[config.mk]
export PLATFORM = sky130hd
export DESIGN_NAME = arp_proxy_responder
export DESIGN_NICKNAME = d
export VERILOG_FILES = /design/src/rtl/core/arpr_pkg.sv /design/src/rtl/core/arpr_regs.sv /design/src/rtl/core/arpr_parse.sv /design/src/rtl/core/arpr_tx.sv /design/src/rtl/core/arp_proxy_responder.sv
export SDC_FILE = /design/constraint.sdc
export NUM_CORES = 1
export LEC_CHECK = 0
export BUFFER_PORTS_ARGS = -buffer_cell sky130_fd_sc_hd__buf_4
export CORE_ASPECT_RATIO = 1.4
export CORE_MARGIN = 4
export CORE_UTILIZATION = 41
export DETAILED_ROUTE_END_ITERATION = 16
export HOLD_SLACK_MARGIN = 0.03
export PLACE_DENSITY = 0.58
export SYNTH_ARGS = -nofsm -noshare
export SYNTH_HDL_FRONTEND = slang
export SYNTH_SLANG_ARGS = --single-unit
[constraint.sdc]
create_clock -name clk -period 9.22 [get_ports clk]
set_input_delay 1.844 -clock clk [delete_from_list [all_inputs] [get_ports clk]]
set_output_delay 1.844 -clock clk [all_outputs]
set_load 0.005 [all_outputs]
[src/rtl/core/arpr_pkg.sv]
// Shared types, constants and the reply byte lookup for the ARP proxy responder.
// No dependencies.
package arpr_pkg;

    localparam int MAX_IPS_DEF = 4;
    localparam int FRAME_LEN   = 42;
    localparam int IDX_W       = 6;
    localparam int CFG_ADDR_W  = 6;
    localparam int CFG_DATA_W  = 64;

    localparam logic [15:0] ETH_TYPE_ARP   = 16'h0806;
    localparam logic [15:0] ARP_OP_REQUEST = 16'h0001;
    localparam logic [15:0] ARP_OP_REPLY   = 16'h0002;
    localparam logic [15:0] ARP_HTYPE_ETH  = 16'h0001;
    localparam logic [15:0] ARP_PTYPE_IPV4 = 16'h0800;
    localparam logic [7:0]  ARP_HLEN       = 8'd6;
    localparam logic [7:0]  ARP_PLEN       = 8'd4;

    // register indexes, byte address is 8 * index
    localparam logic [2:0] REG_IP_ENTRY_0  = 3'd0;
    localparam logic [2:0] REG_IP_ENTRY_3  = 3'd3;
    localparam logic [2:0] REG_IP_COUNT    = 3'd4;
    localparam logic [2:0] REG_REPLY_MAC   = 3'd5;
    localparam logic [2:0] REG_REPLIES_EN  = 3'd6;

    typedef enum logic [2:0] {
        ST_REPLY   = 3'd0,
        ST_NOT_ARP = 3'd1,
        ST_NOT_REQ = 3'd2,
        ST_IP_MISS = 3'd3,
        ST_DRY_RUN = 3'd4,
        ST_SHORT   = 3'd5
    } status_t;

    typedef struct packed {
        logic [2:0]  ip_count;
        logic [47:0] reply_mac;
        logic        replies_en;
    } cfg_t;

    typedef struct packed {
        logic        go;
        status_t     status;
        logic [47:0] smac;
        logic [31:0] sip;
        logic [31:0] tip;
    } launch_t;

    // byte k of the reply frame, destination MAC first
    function automatic logic [7:0] reply_byte(
        input logic [IDX_W-1:0] k,
        input logic [47:0]      smac,
        input logic [47:0]      rmac,
        input logic [31:0]      sip,
        input logic [31:0]      tip
    );
        logic [8*FRAME_LEN-1:0] frame;
        logic [8:0]             off;
        frame = {smac, rmac, ETH_TYPE_ARP, ARP_HTYPE_ETH, ARP_PTYPE_IPV4,
                 ARP_HLEN, ARP_PLEN, ARP_OP_REPLY, rmac, tip, smac, sip};
        off = 9'(8 * (FRAME_LEN - 1)) - {k, 3'b000};
        if (k < IDX_W'(FRAME_LEN))
            return frame[off +: 8];
        else
            return 8'h00;
    endfunction

endpackage

[src/rtl/core/arpr_regs.sv]
// APB-style configuration registers: handled addresses, count, reply MAC, enable.
// Depends on arpr_pkg.
module arpr_regs
    import arpr_pkg::*;
#(
    parameter int MAX_IPS = MAX_IPS_DEF
)(
    input  logic                             clk,
    input  logic                             rst_n,
    input  logic                             psel,
    input  logic                             penable,
    input  logic                             pwrite,
    input  logic [CFG_ADDR_W-1:0]            paddr,
    input  logic [CFG_DATA_W-1:0]            pwdata,
    output logic [CFG_DATA_W-1:0]            prdata,
    output logic                             pready,
    output logic [MAX_IPS-1:0][31:0]         ip_entry,
    output cfg_t                             cfg
);

    logic [MAX_IPS-1:0][31:0] ip_entry_reg;
    logic [2:0]               ip_count_reg;
    logic [47:0]              reply_mac_reg;
    logic                     replies_en_reg;
    logic [2:0]               reg_idx;
    logic                     wr_en;

    assign pready  = 1'b1;
    assign reg_idx = paddr[5:3];
    assign wr_en   = psel & penable & pwrite;

    always_ff @(posedge clk or negedge rst_n)
    begin
        if (!rst_n)
        begin
            ip_entry_reg   <= '0;
            ip_count_reg   <= '0;
            reply_mac_reg  <= '0;
            replies_en_reg <= 1'b1;
        end
        else if (wr_en)
        begin
            if (reg_idx <= REG_IP_ENTRY_3)
            begin
                // entries beyond MAX_IPS are never compared, so not stored
                for (int i = 0; i < MAX_IPS; i++)
                begin
                    if (reg_idx == 3'(i))
                        ip_entry_reg[i] <= pwdata[31:0];
                end
            end
            else if (reg_idx == REG_IP_COUNT)
                ip_count_reg <= pwdata[2:0];
            else if (reg_idx == REG_REPLY_MAC)
                reply_mac_reg <= pwdata[47:0];
            else if (reg_idx == REG_REPLIES_EN)
                replies_en_reg <= pwdata[0];
        end
    end

    always_comb
    begin
        prdata = '0;
        if (reg_idx <= REG_IP_ENTRY_3)
        begin
            for (int i = 0; i < MAX_IPS; i++)
            begin
                if (reg_idx == 3'(i))
                    prdata = {32'd0, ip_entry_reg[i]};
            end
        end
        else if (reg_idx == REG_IP_COUNT)
            prdata = {61'd0, ip_count_reg};
        else if (reg_idx == REG_REPLY_MAC)
            prdata = {16'd0, reply_mac_reg};
        else if (reg_idx == REG_REPLIES_EN)
            prdata = {63'd0, replies_en_reg};
    end

    assign ip_entry       = ip_entry_reg;
    assign cfg.ip_count   = ip_count_reg;
    assign cfg.reply_mac  = reply_mac_reg;
    assign cfg.replies_en = replies_en_reg;

endmodule

[src/rtl/core/arpr_parse.sv]
// Frame parser: captures header fields by offset and decides the outcome at frame end.
// Depends on arpr_pkg.
module arpr_parse
    import arpr_pkg::*;
#(
    parameter int MAX_IPS = MAX_IPS_DEF
)(
    input  logic                     clk,
    input  logic                     rst_n,
    input  logic                     in_valid,
    output logic                     in_ready,
    input  logic [7:0]               rx_byte,
    input  logic                     frame_end,
    input  logic [MAX_IPS-1:0][31:0] ip_entry,
    input  cfg_t                     cfg,
    input  logic                     launch_ok,
    output launch_t                  launch
);

    logic [IDX_W-1:0] idx_reg,  idx_next;
    logic [15:0]      eth_reg,  eth_next;
    logic [15:0]      op_reg,   op_next;
    logic [47:0]      smac_reg, smac_next;
    logic [31:0]      sip_reg,  sip_next;
    logic [31:0]      tip_reg,  tip_next;
    logic [2:0]       n_eff;
    logic             hit;
    logic             accept;
    status_t          status;

    // a frame end beat waits until the result side can take a new outcome
    assign in_ready = !frame_end || launch_ok;
    assign accept   = in_valid && in_ready;

    always_comb
    begin
        idx_next  = idx_reg;
        eth_next  = eth_reg;
        op_next   = op_reg;
        smac_next = smac_reg;
        sip_next  = sip_reg;
        tip_next  = tip_reg;
        if (idx_reg < IDX_W'(FRAME_LEN))
        begin
            idx_next = idx_reg + 1'b1;
            if (idx_reg == 6'd12 || idx_reg == 6'd13)
                eth_next = {eth_reg[7:0], rx_byte};
            else if (idx_reg == 6'd20 || idx_reg == 6'd21)
                op_next = {op_reg[7:0], rx_byte};
            else if (idx_reg >= 6'd22 && idx_reg < 6'd28)
                smac_next = {smac_reg[39:0], rx_byte};
            else if (idx_reg >= 6'd28 && idx_reg < 6'd32)
                sip_next = {sip_reg[23:0], rx_byte};
            else if (idx_reg >= 6'd38)
                tip_next = {tip_reg[23:0], rx_byte};
        end
    end

    always_comb
    begin
        n_eff = (cfg.ip_count > 3'(MAX_IPS)) ? 3'(MAX_IPS) : cfg.ip_count;
        hit   = 1'b0;
        for (int i = 0; i < MAX_IPS; i++)
        begin
            if (3'(i) < n_eff && ip_entry[i] == tip_next)
                hit = 1'b1;
        end
        priority if (idx_next < IDX_W'(FRAME_LEN))
            status = ST_SHORT;
        else if (eth_next != ETH_TYPE_ARP)
            status = ST_NOT_ARP;
        else if (op_next != ARP_OP_REQUEST)
            status = ST_NOT_REQ;
        else if (!hit)
            status = ST_IP_MISS;
        else if (!cfg.replies_en)
            status = ST_DRY_RUN;
        else
            status = ST_REPLY;
    end

    always_ff @(posedge clk or negedge rst_n)
    begin
        if (!rst_n)
            idx_reg <= '0;
        else if (accept)
            idx_reg <= frame_end ? '0 : idx_next;
    end

    always_ff @(posedge clk or negedge rst_n)
    begin
        if (!rst_n)
        begin
            eth_reg  <= '0;
            op_reg   <= '0;
            smac_reg <= '0;
            sip_reg  <= '0;
            tip_reg  <= '0;
        end
        else if (accept)
        begin
            eth_reg  <= eth_next;
            op_reg   <= op_next;
            smac_reg <= smac_next;
            sip_reg  <= sip_next;
            tip_reg  <= tip_next;
        end
    end

    assign launch.go     = accept && frame_end;
    assign launch.status = status;
    assign launch.smac   = smac_next;
    assign launch.sip    = sip_next;
    assign launch.tip    = tip_next;

endmodule

[src/rtl/core/arpr_tx.sv]
// Result register and reply sequencer: one status beat or the 42 reply beats.
// Depends on arpr_pkg.
module arpr_tx
    import arpr_pkg::*;
(
    input  logic        clk,
    input  logic        rst_n,
    input  launch_t     launch,
    input  logic [47:0] reply_mac,
    input  logic        out_ready,
    output logic        out_valid,
    output logic [7:0]  tx_byte,
    output logic [2:0]  status,
    output logic        last,
    output logic        launch_ok
);

    logic             out_valid_reg, out_valid_next;
    logic [IDX_W-1:0] k_reg,         k_next;
    logic [7:0]       tx_byte_reg,   tx_byte_next;
    status_t          status_reg,    status_next;
    logic             last_reg,      last_next;
    logic [47:0]      smac_reg,      smac_next;
    logic [31:0]      sip_reg,       sip_next;
    logic [31:0]      tip_reg,       tip_next;
    logic             taken;

    assign taken     = out_valid_reg && out_ready;
    assign launch_ok = !out_valid_reg || (out_ready && last_reg);

    always_comb
    begin
        out_valid_next = out_valid_reg;
        k_next         = k_reg;
        tx_byte_next   = tx_byte_reg;
        status_next    = status_reg;
        last_next      = last_reg;
        smac_next      = smac_reg;
        sip_next       = sip_reg;
        tip_next       = tip_reg;
        priority if (launch.go)
        begin
            // snapshot, the parser overwrites its fields with the next frame
            out_valid_next = 1'b1;
            k_next         = '0;
            status_next    = launch.status;
            smac_next      = launch.smac;
            sip_next       = launch.sip;
            tip_next       = launch.tip;
            if (launch.status == ST_REPLY)
            begin
                tx_byte_next = reply_byte('0, launch.smac, reply_mac, launch.sip, launch.tip);
                last_next    = 1'b0;
            end
            else
            begin
                tx_byte_next = 8'h00;
                last_next    = 1'b1;
            end
        end
        else if (taken && last_reg)
            out_valid_next = 1'b0;
        else if (taken)
        begin
            k_next       = k_reg + 1'b1;
            tx_byte_next = reply_byte(k_next, smac_reg, reply_mac, sip_reg, tip_reg);
            last_next    = (k_next == IDX_W'(FRAME_LEN - 1));
        end
        else
        begin
            // idle or held by the receiver: everything keeps its value
        end
    end

    always_ff @(posedge clk or negedge rst_n)
    begin
        if (!rst_n)
        begin
            out_valid_reg <= 1'b0;
            k_reg         <= '0;
        end
        else
        begin
            out_valid_reg <= out_valid_next;
            k_reg         <= k_next;
        end
    end

    always_ff @(posedge clk)
    begin
        tx_byte_reg <= tx_byte_next;
        status_reg  <= status_next;
        last_reg    <= last_next;
        smac_reg    <= smac_next;
        sip_reg     <= sip_next;
        tip_reg     <= tip_next;
    end

    assign out_valid = out_valid_reg;
    assign tx_byte   = tx_byte_reg;
    assign status    = status_reg;
    assign last      = last_reg;

`ifndef ASSERT_OFF
    a_status_beat_last: assert property (@(posedge clk) disable iff (!rst_n)
        out_valid_reg && status_reg != ST_REPLY |-> last_reg && tx_byte_reg == 8'h00)
        else $error("status beat without last or with data");

    a_reply_last_pos: assert property (@(posedge clk) disable iff (!rst_n)
        out_valid_reg && status_reg == ST_REPLY |->
            last_reg == (k_reg == IDX_W'(FRAME_LEN - 1)))
        else $error("reply last flag misplaced");

    a_launch_room: assert property (@(posedge clk) disable iff (!rst_n)
        launch.go |-> !out_valid_reg || (out_ready && last_reg))
        else $error("outcome launched over pending results");

    a_reply_advance: assert property (@(posedge clk) disable iff (!rst_n)
        taken && !last_reg && !launch.go |=> out_valid_reg && k_reg == $past(k_reg) + 1'b1)
        else $error("reply sequencer did not advance");
`endif

endmodule

[src/rtl/core/arp_proxy_responder.sv]
// Top level of the ARP proxy responder: config registers, parser and reply sequencer.
// Depends on arpr_pkg, arpr_regs, arpr_parse, arpr_tx.
//
// Received frame bytes are taken one per cycle, destination MAC first, with
// frame_end on the final byte. Mid-frame bytes are never stalled. At frame end
// the outcome is decided in the same cycle: either one status beat, or a
// 42-beat ARP reply in which reply_mac answers for the target IP, presented one
// byte per cycle while out_ready is high, from the output register. A frame end
// beat is held off only while results of the previous frame are still queued,
// and is accepted in the cycle that the previous frame's final beat is taken.
// Configuration is held in flip-flops; there is no clearing pass after reset.
// Registers sit at byte address 8 * index on a 64-bit port.
module arp_proxy_responder
    import arpr_pkg::*;
#(
    parameter int MAX_IPS = MAX_IPS_DEF
)(
    input  logic                  clk,
    input  logic                  rst_n,
    input  logic                  psel,
    input  logic                  penable,
    input  logic                  pwrite,
    input  logic [CFG_ADDR_W-1:0] paddr,
    input  logic [CFG_DATA_W-1:0] pwdata,
    output logic [CFG_DATA_W-1:0] prdata,
    output logic                  pready,
    input  logic                  in_valid,
    output logic                  in_ready,
    input  logic [7:0]            rx_byte,
    input  logic                  frame_end,
    output logic                  out_valid,
    input  logic                  out_ready,
    output logic [7:0]            tx_byte,
    output logic [2:0]            status,
    output logic                  last
);

    logic [MAX_IPS-1:0][31:0] ip_entry;
    cfg_t                     cfg;
    launch_t                  launch;
    logic                     launch_ok;

    arpr_regs #(
        .MAX_IPS (MAX_IPS)
    ) u_regs (
        .clk      (clk),
        .rst_n    (rst_n),
        .psel     (psel),
        .penable  (penable),
        .pwrite   (pwrite),
        .paddr    (paddr),
        .pwdata   (pwdata),
        .prdata   (prdata),
        .pready   (pready),
        .ip_entry (ip_entry),
        .cfg      (cfg)
    );

    arpr_parse #(
        .MAX_IPS (MAX_IPS)
    ) u_parse (
        .clk       (clk),
        .rst_n     (rst_n),
        .in_valid  (in_valid),
        .in_ready  (in_ready),
        .rx_byte   (rx_byte),
        .frame_end (frame_end),
        .ip_entry  (ip_entry),
        .cfg       (cfg),
        .launch_ok (launch_ok),
        .launch    (launch)
    );

    arpr_tx u_tx (
        .clk       (clk),
        .rst_n     (rst_n),
        .launch    (launch),
        .reply_mac (cfg.reply_mac),
        .out_ready (out_ready),
        .out_valid (out_valid),
        .tx_byte   (tx_byte),
        .status    (status),
        .last      (last),
        .launch_ok (launch_ok)
    );

endmodule

## After elaboration in Yosys (flattened, before gate mapping)

Index checks and enable logic that the tools add are counted.

| cells by class | value |
|---|---|
| add/sub/neg operators | 3 |
| $mul | 0 |
| div/mod/pow operators | 0 |
| magnitude comparators | 14 |
| equality and inequality tests | 18 |
| shift operators | 1 |
| muxes and demuxes | 54 |
| bitwise operators | 5 |
| reductions and logical operators | 29 |

Operators with widths:

| kind | number |
|---|---|
| 2-to-1 mux 32 bit | 15 |
| indexed part select 336 x 10 -> 8 bit | 1 |
| 2-to-1 mux 48 bit | 4 |
| 2-to-1 mux 64 bit | 3 |
| == test 32 bit | 4 |
| 2-to-1 mux 16 bit | 5 |
| 2-to-1 mux 8 bit | 5 |
| 2-to-1 mux 6 bit | 5 |
| < comparator 6 bit (second input constant) | 4 |
| 2-to-1 mux 3 bit | 6 |
| != test 16 x 1 -> 1 bit (second input constant) | 1 |
| != test 16 x 12 -> 1 bit (second input constant) | 1 |
| AND reduction 3 bit | 5 |
| adder 6 x 1 -> 6 bit (second input constant) | 2 |
| == test 6 x 4 -> 1 bit (second input constant) | 2 |
| == test 6 x 5 -> 1 bit (second input constant) | 2 |
| >= comparator 6 x 5 -> 1 bit (second input constant) | 2 |
| logical AND 1 bit | 11 |
| 2-to-1 mux 1 bit | 11 |
| == test 3 bit (second input constant) | 3 |
| subtractor 9 bit (first input constant) | 1 |
| == test 3 x 2 -> 1 bit (second input constant) | 2 |
| == test 6 bit (second input constant) | 1 |
| >= comparator 6 bit (second input constant) | 1 |
| 16 further kinds | 27 |

| word-level totals | value |
|---|---|
| register bits | 461 |
| latch bits | 0 |
| bits in writable memories | 0 |
| memory bits (read-only) | 0 |
| bits of input ports | 86 |
| output and inout bits | 79 |
| logic and storage cells | 145 |
| memories | 0 |

## Depth between registers and ports, before layout

Gate-level depths: netlist of run 1.

| depth | value |
|---|---|
| word-level depth | 20 |
| gate-level depth with buffers | 18 |

## Hierarchy

Synthesis of run 1 repeated with hierarchy kept, for this count alone.

| unflattened totals | value |
|---|---|
| cell total of the unflattened synthesis | 2138 |
| area, all modules | 24740.0 sq um |

Modules (own cells, without submodules):

| module | instances | cells each | area an instance (sq um) | seq. area each (sq um) |
|---|---|---|---|---|
| arpr_parse | 1 | 1052 | 9565.4 | 3753.6 |
| arpr_regs | 1 | 619 | 8544.4 | 4505.6 |
| arpr_tx | 1 | 467 | 6630.1 | 3898.7 |

## Worst setup path after synthesis of run 1

No wires, ideal clock.

| timing path | value |
|---|---|
| kind | input -> output |
| start | input port paddr[3] |
| end | output port prdata[10] |
| data arrival time | 3.544 ns |
| data required time | 7.376 ns |
| path slack | 3.832 ns |
| stages | 5 |
| path buffers | 2 |
| cells stage by stage | buf_1 buf_1 mux4_2 inv_1 o21ai_0 |

| on the way | value |
|---|---|
| word-level cells in the longest chain between the ends | 6 |
| elaborated cells between the ends (all ways) | 14 |
| those cells by class | order compare: 1; eq/ne: 5; mux: 7; reduce/logical: 1 |

Ends and longest elaborated chain:

| item | RTL line | RTL |
|---|---|---|
| start: declaration | arp_proxy_responder.sv:23 | `input logic [CFG_ADDR_W-1:0] paddr,` |
| logical NOT 3 bit | arpr_regs.sv:68 | `if (reg_idx == 3'(i))` |
| 2-to-1 mux 32 bit (4 in series) | arpr_regs.sv:68 |  |
| 2-to-1 mux 64 bit * | arpr_regs.sv:64 | `if (reg_idx <= REG_IP_ENTRY_3)` |
| end: declaration | arp_proxy_responder.sv:25 | `output logic [CFG_DATA_W-1:0] prdata,` |

Every way passes the cells marked *; elsewhere a longest branch is shown, timed or not.

## Final worst setup path of run 1

| timing path | value |
|---|---|
| start | input port paddr[5] |
| end | output port prdata[10] |

The elaborated chain is that of the path after synthesis.

==> results.sh, run 1 <==
export IMPL_fill_cells=5092
export IMPL_setup_viol=0
export IMPL_postSynthAreaPerCell_sq_um=12.14
export IMPL_critical_path_max_fanout=40
export IMPL_p_leak_uw=0.01184
export IMPL_port_buffers=128
export IMPL_fin_hold_ws_ps=475.6
export IMPL_cts_sinks=461
export IMPL_cts_clk_slew_worst_paths_ps=60
export IMPL_synth_warnings=0
export IMPL_core_area_sq_mm=0.05658
export IMPL_antenna_found_initial=4
export IMPL_synth_ff_type="dfrtp_1"
export IMPL_path_class="primary input to output pin"
export IMPL_critPathLaunchType="primary input"
export IMPL_relSlewSlack=0.1664
export IMPL_initial_core_util=0.4162
export IMPL_drv_cap=0
export IMPL_final_hold_violation_count=0
export IMPL_fin_crit_sh=0.6452
export IMPL_drt_iter0_drc=812
export IMPL_firstDrtPassIters=5
export IMPL_final_cell_mix="nand2_1, dfrtp_1, mux2_2, buf_4, edfxtp_1"
export IMPL_hold_class="register to register"
export IMPL_fin_setup_tns_ps=0
export IMPL_syn_area_sq_mm=0.02355
export IMPL_p_per_area_mw_per_mm2=246.2
export IMPL_status="complete, no violations"
export IMPL_dpl_cell_count=2715
export IMPL_clock_path_buffers=3
export IMPL_cts_resized_gates=0
export IMPL_synthArstFlopShare=0.7310
export IMPL_fmax_ghz=0.1681
export IMPL_final_instance_count_excl_fill=2802
export IMPL_grt_pass1_wl_mm=101.7
export IMPL_vias_per_cell=5.475
export IMPL_gp_congestion=0.9173
export IMPL_hpwl_mm=48.09
export IMPL_cts_htree_levels=2
export IMPL_num_rows=103
export IMPL_grt_max_degree=84
export IMPL_rsz0062_at_grt="no"
export IMPL_cp_required_ps=7380
export IMPL_insertion_delay_ps=590
export IMPL_dieWidth_microns=210.5
export IMPL_synthTopCellsByArea="dfrtp_1, edfxtp_1, mux2_2"
export IMPL_cts_tree="done"
export IMPL_cts_buffers=47
export IMPL_largest_register_ffs=128
export IMPL_die_area_sq_mm=0.06138
export IMPL_arrival_ps=4100
export IMPL_yosysUniqueCellTypes=66
export IMPL_final_util=0.4727
export IMPL_synth_edf_count=124
export IMPL_post_cts_buffers=0
export IMPL_yosys_area_top_type_share=0.3571
export IMPL_drc=0
export IMPL_vias=15340
export IMPL_ctsHoldBuffers=0
export IMPL_fin_crit_ps=5949
export IMPL_grt_pass1_vias=15995
export IMPL_grt_total_usage=0.2168
export IMPL_cts_root_buf="clkbuf_16"
export IMPL_drt_wl_total_mm=67.00
export IMPL_drive_above_1_share=0.3074
export IMPL_num_io_pins=165
export IMPL_maxSlewViolCount=0
export IMPL_synth_seq_cells=461
export IMPL_final_nets=2124
export IMPL_ys_seq_area_frac=0.5164
export IMPL_routedWlPerCell_microns=23.91
export IMPL_tightest_slew_ps=1246
export IMPL_finalClockSkew_ps=33.67
export IMPL_die_height_microns=291.5
export IMPL_yosys_area_top_type="dfrtp_1"
export IMPL_critPathCaptureType="output pin"
export IMPL_overflow=0
export IMPL_area_growth_pct=13.59
export IMPL_worst_ir_drop_vdd_v=0.0001982
export IMPL_synth_cells=1940
export IMPL_final_antenna_net_count=0
through the flow:
stage | total power, uW | instance area, sq um | worst slack [ps]
after floorplan | 3874 | 23600 | 3833
after global placement | 4600 | 25120 | 3335
after detailed placement | 4631 | 25120 | 3317
after CTS | 6657 | 26740 | 3293
after global routing | 6894 | 26740 | 3135
final | 6586 | 26750 | 3271
power breakdown:
group          switching [uW]  internal, uW  total [uW]  leakage (uW)
Clock                     825          1180        2000      0.000797
Combinational            1030           811        1840       0.00540
Sequential                326          2410        2740       0.00563
Total                    2180          4400        6590        0.0118
worst max-delay path: stages:
cell     delay [ps]
buf_4           390
nand2_1         120
nor2_2          740
buf_4           450
nand2_1          90
o21ai_0         220
buf_4           210
cell families (layout without fill, tap and decap cells):
| family | after synthesis | after routing | synth area share |
|---|---|---|---|
| AND/OR/NAND/NOR | 508 | 508 | 0.09629 |
| flip-flops | 461 | 461 | 0.5164 |
| multiplexers | 424 | 424 | 0.2439 |
| buffers and inverters | 208 | 319 | 0.03853 |
| AO/OA/AOI/OAI | 187 | 187 | 0.04740 |
| XOR/XNOR | 141 | 141 | 0.05245 |
| adder cells (fa/ha/maj) | 9 | 9 | 0.004783 |
| other | 2 | 18 | 0.0003190 |
per-layer routing:
metal | GRT usage | share of wire | vias to the layer above
met1 | 0.2714 | 0.40 | 7825
met5 | 0 | 0.00060 | -
met2 | 0.3814 | 0.52 | 375
li1 | - | - | 7004
met3 | 0.02826 | 0.038 | 130
met4 | 0.08480 | 0.046 | 6
Yosys cell counts, types with 30 or more instances:
master	n
mux4_2	72
o21ai_0	101
clkbuf_1	64
nand2_1	337
edfxtp_1	124
mux2_2	291
mux2i_1	34
xor2_1	104
nand4_1	30
xnor2_1	37
dfrtp_1	336
inv_1	81
path summary, 6_finish.rpt:
check	start	end	slack, ps	cells after the start
worst max-delay path	paddr[5]	prdata[10]	3270	7
worst min-delay path	u_parse.sip_reg[24]$_DFFE_PN0P_	u_parse.sip_reg[24]$_DFFE_PN0P_	480	2
worst max register to register	u_parse.idx_reg[1]$_DFFE_PN0P_	u_tx.tx_byte[6]$_DFFE_PP_	4480	11
worst min register to register	u_parse.sip_reg[24]$_DFFE_PN0P_	u_parse.sip_reg[24]$_DFFE_PN0P_	480	2
max in group asynchronous	rst_n	u_tx.k_reg[0]$_DFFE_PN0P_	6390	2
min in group asynchronous	rst_n	u_regs.reply_mac_reg[15]$_DFFE_PN0P_	1260	1
layout make-up:
| type | count | area (sq um) | area share |
|---|---|---|---|
| clock inverters | 20 | 250.2 | 0.009356 |
| well taps | 735 | 919.6 | 0.03438 |
| inverters | 82 | 310.3 | 0.01160 |
| multi-input cells | 1286 | 10590 | 0.3960 |
| diodes | 1 | 2.502 | 0.00009356 |
| flip-flops and latches | 461 | 12160 | 0.4547 |
| clock buffers | 66 | 1370 | 0.05123 |
| repair buffers | 151 | 1141 | 0.04266 |
(Power assumes the default switching activity.)
==> inputs of run 2 (changes only) <==
==> constraint.sdc (replaced) <==
create_clock -name clk -period 6.2 [get_ports clk]
set_input_delay 1.24 -clock clk [delete_from_list [all_inputs] [get_ports clk]]
set_output_delay 1.24 -clock clk [all_outputs]
set_load 0.005 [all_outputs]
==> results.sh, run 2 (synthesis gave the netlist of run 1 again) <==
export IMPL_status="complete, no violations"
export IMPL_grt_pass1_vias=16110
export IMPL_drv_cap=0
export IMPL_initial_core_util=0.4162
export IMPL_cts_clk_slew_worst_paths_ps=60
export IMPL_drt_iter0_drc=922
export IMPL_antenna_found_initial=1
export IMPL_num_io_pins=165
export IMPL_routedWlPerCell_microns=24.16
export IMPL_core_area_sq_mm=0.05658
export IMPL_final_nets=2123
export IMPL_overflow=0
export IMPL_relSlewSlack=0.1651
export IMPL_insertion_delay_ps=590
export IMPL_vias_per_cell=5.540
export IMPL_finalClockSkew_ps=30.37
export IMPL_fmax_ghz=0.2258
export IMPL_fin_crit_ps=4429
export IMPL_die_height_microns=291.5
export IMPL_grt_pass1_wl_mm=102.7
export IMPL_worst_ir_drop_vdd_v=0.0002376
export IMPL_dpl_cell_count=2714
export IMPL_final_instance_count_excl_fill=2802
export IMPL_layout_setup_ws_ps=1771
export IMPL_fin_hold_ws_ps=479.2
export IMPL_port_buffers=128
export IMPL_critPathLaunchType="register"
export IMPL_rsz0062_at_grt="no"
export IMPL_critPathCaptureType="register"
export IMPL_maxSlewViolCount=0
export IMPL_fin_crit_sh=0.7144
export IMPL_num_rows=103
export IMPL_clock_path_buffers=3
export IMPL_final_hold_violation_count=0
export IMPL_largest_register_ffs=128
export IMPL_drc=0
export IMPL_cts_tree="done"
export IMPL_setup_viol=0
export IMPL_drt_wl_total_mm=67.71
export IMPL_cts_resized_gates=0
export IMPL_cp_required_ps=6500
export IMPL_hold_class="register to register"
export IMPL_cts_sinks=461
export IMPL_cts_buffers=47
export IMPL_arrival_ps=4730
export IMPL_gp_congestion=0.9242
export IMPL_area_growth_pct=12.96
export IMPL_drive_above_1_share=0.3048
export IMPL_vias=15523
export IMPL_die_area_sq_mm=0.06138
export IMPL_final_antenna_net_count=0
export IMPL_pre_cts_ws_ps=1737
export IMPL_post_cts_buffers=0
export IMPL_cts_htree_levels=2
export IMPL_p_per_area_mw_per_mm2=359.0
export IMPL_fin_setup_tns_ps=0
export IMPL_critical_path_max_fanout=28
export IMPL_cts_root_buf="clkbuf_16"
export IMPL_dieWidth_microns=210.5
export IMPL_ctsHoldBuffers=0
export IMPL_final_cell_mix="nand2_1, dfrtp_1, mux2_2, buf_4, edfxtp_1"
export IMPL_firstDrtPassIters=5
export IMPL_antennaDiodeCount=0
export IMPL_grt_total_usage=0.2183
export IMPL_path_class="register to register"
export IMPL_grt_max_degree=138
export IMPL_tightest_slew_ps=1248
export IMPL_hpwl_mm=48.02
export IMPL_p_leak_uw=0.01175
[run 2: cell count changes in the layout (fill, tap and decap cells not counted), moves of 3 or more]
cell | previous run | this run
clkbuf_1 | 9 | 17
clkinv_2 | 5 | 8
bufinv_16 | 5 | 0
buf_4 | 150 | 147
[run 2: through the flow]
stage	total power, uW	cell area, sq um	utilization
CTS	9635	26600	0.4701
floorplan	5760	23600	-
detailed placement	6877	25140	0.4444
global route	9992	26600	0.4701
global placement	6830	25140	0.4444
finish	9549	26600	0.4701
[run 2: worst paths after layout]
| path | endpoint | slack, ps | cells past startpoint | startpoint |
|---|---|---|---|---|
| max reg2reg | u_tx.tx_byte[2]$_DFFE_PP_ | 1770 | 12 | u_tx.k_reg[0]$_DFFE_PN0P_ |
| min | u_parse.smac_reg[43]$_DFFE_PN0P_ | 480 | 2 | u_parse.smac_reg[43]$_DFFE_PN0P_ |
| min reg2reg | u_parse.smac_reg[43]$_DFFE_PN0P_ | 480 | 2 | u_parse.smac_reg[43]$_DFFE_PN0P_ |
| min in group asynchronous | u_regs.reply_mac_reg[3]$_DFFE_PN0P_ | 640 | 1 | rst_n |
| max in group asynchronous | u_parse.tip_reg[25]$_DFFE_PN0P_ | 4280 | 2 | rst_n |
| max | u_tx.tx_byte[2]$_DFFE_PP_ | 1770 | 12 | u_tx.k_reg[0]$_DFFE_PN0P_ |
[run 2: final cells by class]
| type | instances | area (sq um) |
|---|---|---|
| clock buffers | 71 | 1348 |
| inverters | 82 | 310.3 |
| clock inverters | 17 | 108.9 |
| fillers | 5115 | 29980 |
| repair buffers | 150 | 1159 |
| well taps | 735 | 919.6 |
| multi-input cells | 1286 | 10590 |
| flip-flops and latches | 461 | 12160 |
[run 2: critical path: stages, from the launching register on]
cell     delay [ps]
dfrtp_4         830
inv_1           190
ha_2            820
inv_1           270
ha_1            340
xor2_2          360
buf_4           330
nor2_1          160
a21oi_1         180
nor3b_1          70
o31ai_1         230
a21oi_1          90
a41o_1          260
[run 2: layer usage]
metal  global-route usage  part of all wire
met5                    0                 0
met4               0.1009             0.052
met3              0.02773             0.037
met2               0.3752              0.51
met1               0.2747              0.40
[run 2: power by group]
group	leakage (uW)	switching [uW]	internal, uW
logic	0.00541	1520	1210
clock network	0.000711	1230	1510
registers	0.00563	493	3590
==> inputs of run 3 (changes only) <==
--- a/config.mk
+++ b/config.mk
@@ -11,7 +11,7 @@
 export CORE_UTILIZATION = 41
 export DETAILED_ROUTE_END_ITERATION = 16
 export HOLD_SLACK_MARGIN = 0.03
-export PLACE_DENSITY = 0.58
+export PLACE_DENSITY = 0.6
 export SYNTH_ARGS = -nofsm -noshare
 export SYNTH_HDL_FRONTEND = slang
 export SYNTH_SLANG_ARGS = --single-unit
==> constraint.sdc (replaced) <==
create_clock -name clk -period 3.65 [get_ports clk]
set_input_delay 0.73 -clock clk [delete_from_list [all_inputs] [get_ports clk]]
set_output_delay 0.73 -clock clk [all_outputs]
set_load 0.005 [all_outputs]
==> results.sh, run 3 (synthesis gave the netlist of run 1 again) <==
export IMPL_status="complete, no violations"
export IMPL_p_per_area_mw_per_mm2=618.0
export IMPL_grt_total_usage=0.2248
export IMPL_die_area_sq_mm=0.06138
export IMPL_num_rows=103
export IMPL_ctsHoldBuffers=0
export IMPL_overflow=0
export IMPL_finalClockSkew_ps=19.67
export IMPL_drt_iter0_drc=1046
export IMPL_fin_crit_sh=0.9637
export IMPL_dieWidth_microns=210.5
export IMPL_slowest_delay_ps=420
export IMPL_area_growth_pct=16.67
export IMPL_drt_wl_total_mm=69.62
export IMPL_fin_hold_ws_ps=156.2
export IMPL_tightest_slew_ps=899.7
export IMPL_path_class="register to register"
export IMPL_final_hold_violation_count=0
export IMPL_firstDrtPassIters=5
export IMPL_fmax_ghz=0.2843
export IMPL_relSlewSlack=0.4002
export IMPL_insertion_delay_ps=590
export IMPL_power_switching_uw=5634
export IMPL_cts_htree_levels=2
export IMPL_hold_class="primary input to asynchronous set/reset pin"
export IMPL_num_io_pins=165
export IMPL_final_antenna_net_count=0
export IMPL_cts_tree="done"
export IMPL_cts_clk_slew_worst_paths_ps=70
export IMPL_antenna_found_initial=2
export IMPL_cts_root_buf="clkbuf_16"
export IMPL_port_buffers=128
export IMPL_die_height_microns=291.5
export IMPL_vias_per_cell=5.481
export IMPL_final_cell_mix="nand2_1, dfrtp_1, mux2_2, buf_4, edfxtp_1"
export IMPL_worst_ir_drop_vdd_v=0.0003811
export IMPL_hpwl_mm=51.05
export IMPL_slowest_stage="dfrtp_1"
export IMPL_grt_pass1_vias=16511
export IMPL_arrival_ps=3820
export IMPL_vias=15740
export IMPL_fin_crit_ps=3517
export IMPL_cp_cell_sequence="inv_1 -> ha_1 -> nor2_1 -> o21ai_2 -> and2_4 -> mux2i_4 -> xor2_1 -> nand4_1 -> nor4_1 -> nand4_1 -> nand4_2 -> buf_12 -> a31oi_1"
export IMPL_initial_core_util=0.4162
export IMPL_seqPwrFrac=0.409
export IMPL_cp_top_family="simple AND/OR/NAND/NOR gates"
export IMPL_drv_cap=0
export IMPL_maxSlewViolCount=0
export IMPL_largest_register_ffs=128
export IMPL_grt_max_degree=101
export IMPL_critPathBufInv=2
export IMPL_drive_above_1_share=0.3333
export IMPL_fin_setup_tns_ps=0
export IMPL_setup_viol=0
export IMPL_cts_buffers=47
export IMPL_multi_input_area_sq_mm=0.01062
export IMPL_critPathCaptureType="register"
export IMPL_p_leak_uw=0.01222
export IMPL_gp_congestion=0.9592
export IMPL_grt_pass1_wl_mm=105.0
export IMPL_drc=0
export IMPL_swShare=0.3319
export IMPL_ff_latch_area_sq_mm=0.01216
export IMPL_critPathLaunchType="register"
export IMPL_power_internal_uw=11340
export IMPL_routedWlPerCell_microns=24.24
export IMPL_fill_cells=5019
export IMPL_core_area_sq_mm=0.05658
export IMPL_rsz0062_at_grt="no"
export IMPL_final_nets=2192
export IMPL_cp_common_cell="nand4_1"
export IMPL_cts_sinks=461
export IMPL_clockPowerShare=0.300
export IMPL_cp_required_ps=3960
export IMPL_critical_path_max_fanout=12
export IMPL_clock_path_buffers=3
export IMPL_comb_power_share=0.291
## run 3: changes by cell type in the layout (fill, tap and decap cells not counted), sizes merged
cell,previous run,this run
buf,150,219
clkbuf,71,60
bufinv,0,6
clkinv,15,18
clkinvlp,2,5
diode,0,1
inv,82,81
## run 3: final cells by class
type	instances	share of cell area
Clock inverter	28	0.01184
Tap cell	735	0.03348
Antenna cell	1	0.00009110
Timing Repair Buffer	219	0.06650
Multi-Input combinational cell	1286	0.3865
Inverter	82	0.01134
Clock buffer	60	0.04755
Sequential cell	461	0.4427
## run 3: metrics by stage
step / worst slack [ps] / total power (uW) / utilization / instance area [sq um] / std cells
floorplan: 10.11 / 9799 / - / 23630 / 1955
detailed placement: 134.9 / 11960 / 0.4559 / 25790 / 2781
global placement: 180.0 / 11890 / 0.4559 / 25790 / 2781
CTS: 74.93 / 17090 / 0.4848 / 27430 / 2869
finish: 132.6 / 16980 / 0.4855 / 27470 / 2872
global route: 7.423 / 17720 / 0.4855 / 27470 / 2872
## run 3: layer usage
metal  global-route usage  up-vias  wire length [microns]
met5                    0        -                      0
met4              0.09461        0                   3202
met3              0.02235      124                   2290
met2               0.3948      382                  35980
met1               0.2836     8084                  28150
li1                     -     7150                      -
## run 3: final timing paths
check | startpoint | endpoint | slack [ps] | depth (start not counted)
worst max-delay path | u_parse.idx_reg[0]$_DFFE_PN0P_ | u_tx.last$_DFFE_PP_ | 130 | 13
worst min-delay path | rst_n | u_regs.reply_mac_reg[21]$_DFFE_PN0P_ | 160 | 1
worst max register to register | u_parse.idx_reg[0]$_DFFE_PN0P_ | u_tx.last$_DFFE_PP_ | 130 | 13
worst min register to register | u_parse.sip_reg[31]$_DFFE_PN0P_ | u_parse.sip_reg[31]$_DFFE_PN0P_ | 480 | 2
max in group asynchronous | rst_n | u_regs.replies_en_reg$_DFFE_PN1P_ | 2590 | 2
min in group clk | pwdata[33] | u_regs.reply_mac_reg[33]$_DFFE_PN0P_ | 370 | 2
## run 3: power by group through the flow
stage	Combinational [uW]	Sequential (uW)	Clock (uW)
detailed placement	4930	7030	0
CTS	4960	6940	5200
global route	5300	7020	5400
global placement	4890	7000	0
floorplan	3180	6620	0
finish	4940	6950	5090
## run 3: repair_timing
item,4_1_cts,5_1_grt
buffers inserted,0,2
setup endpoints to repair,0,9
gates resized for setup,0,3
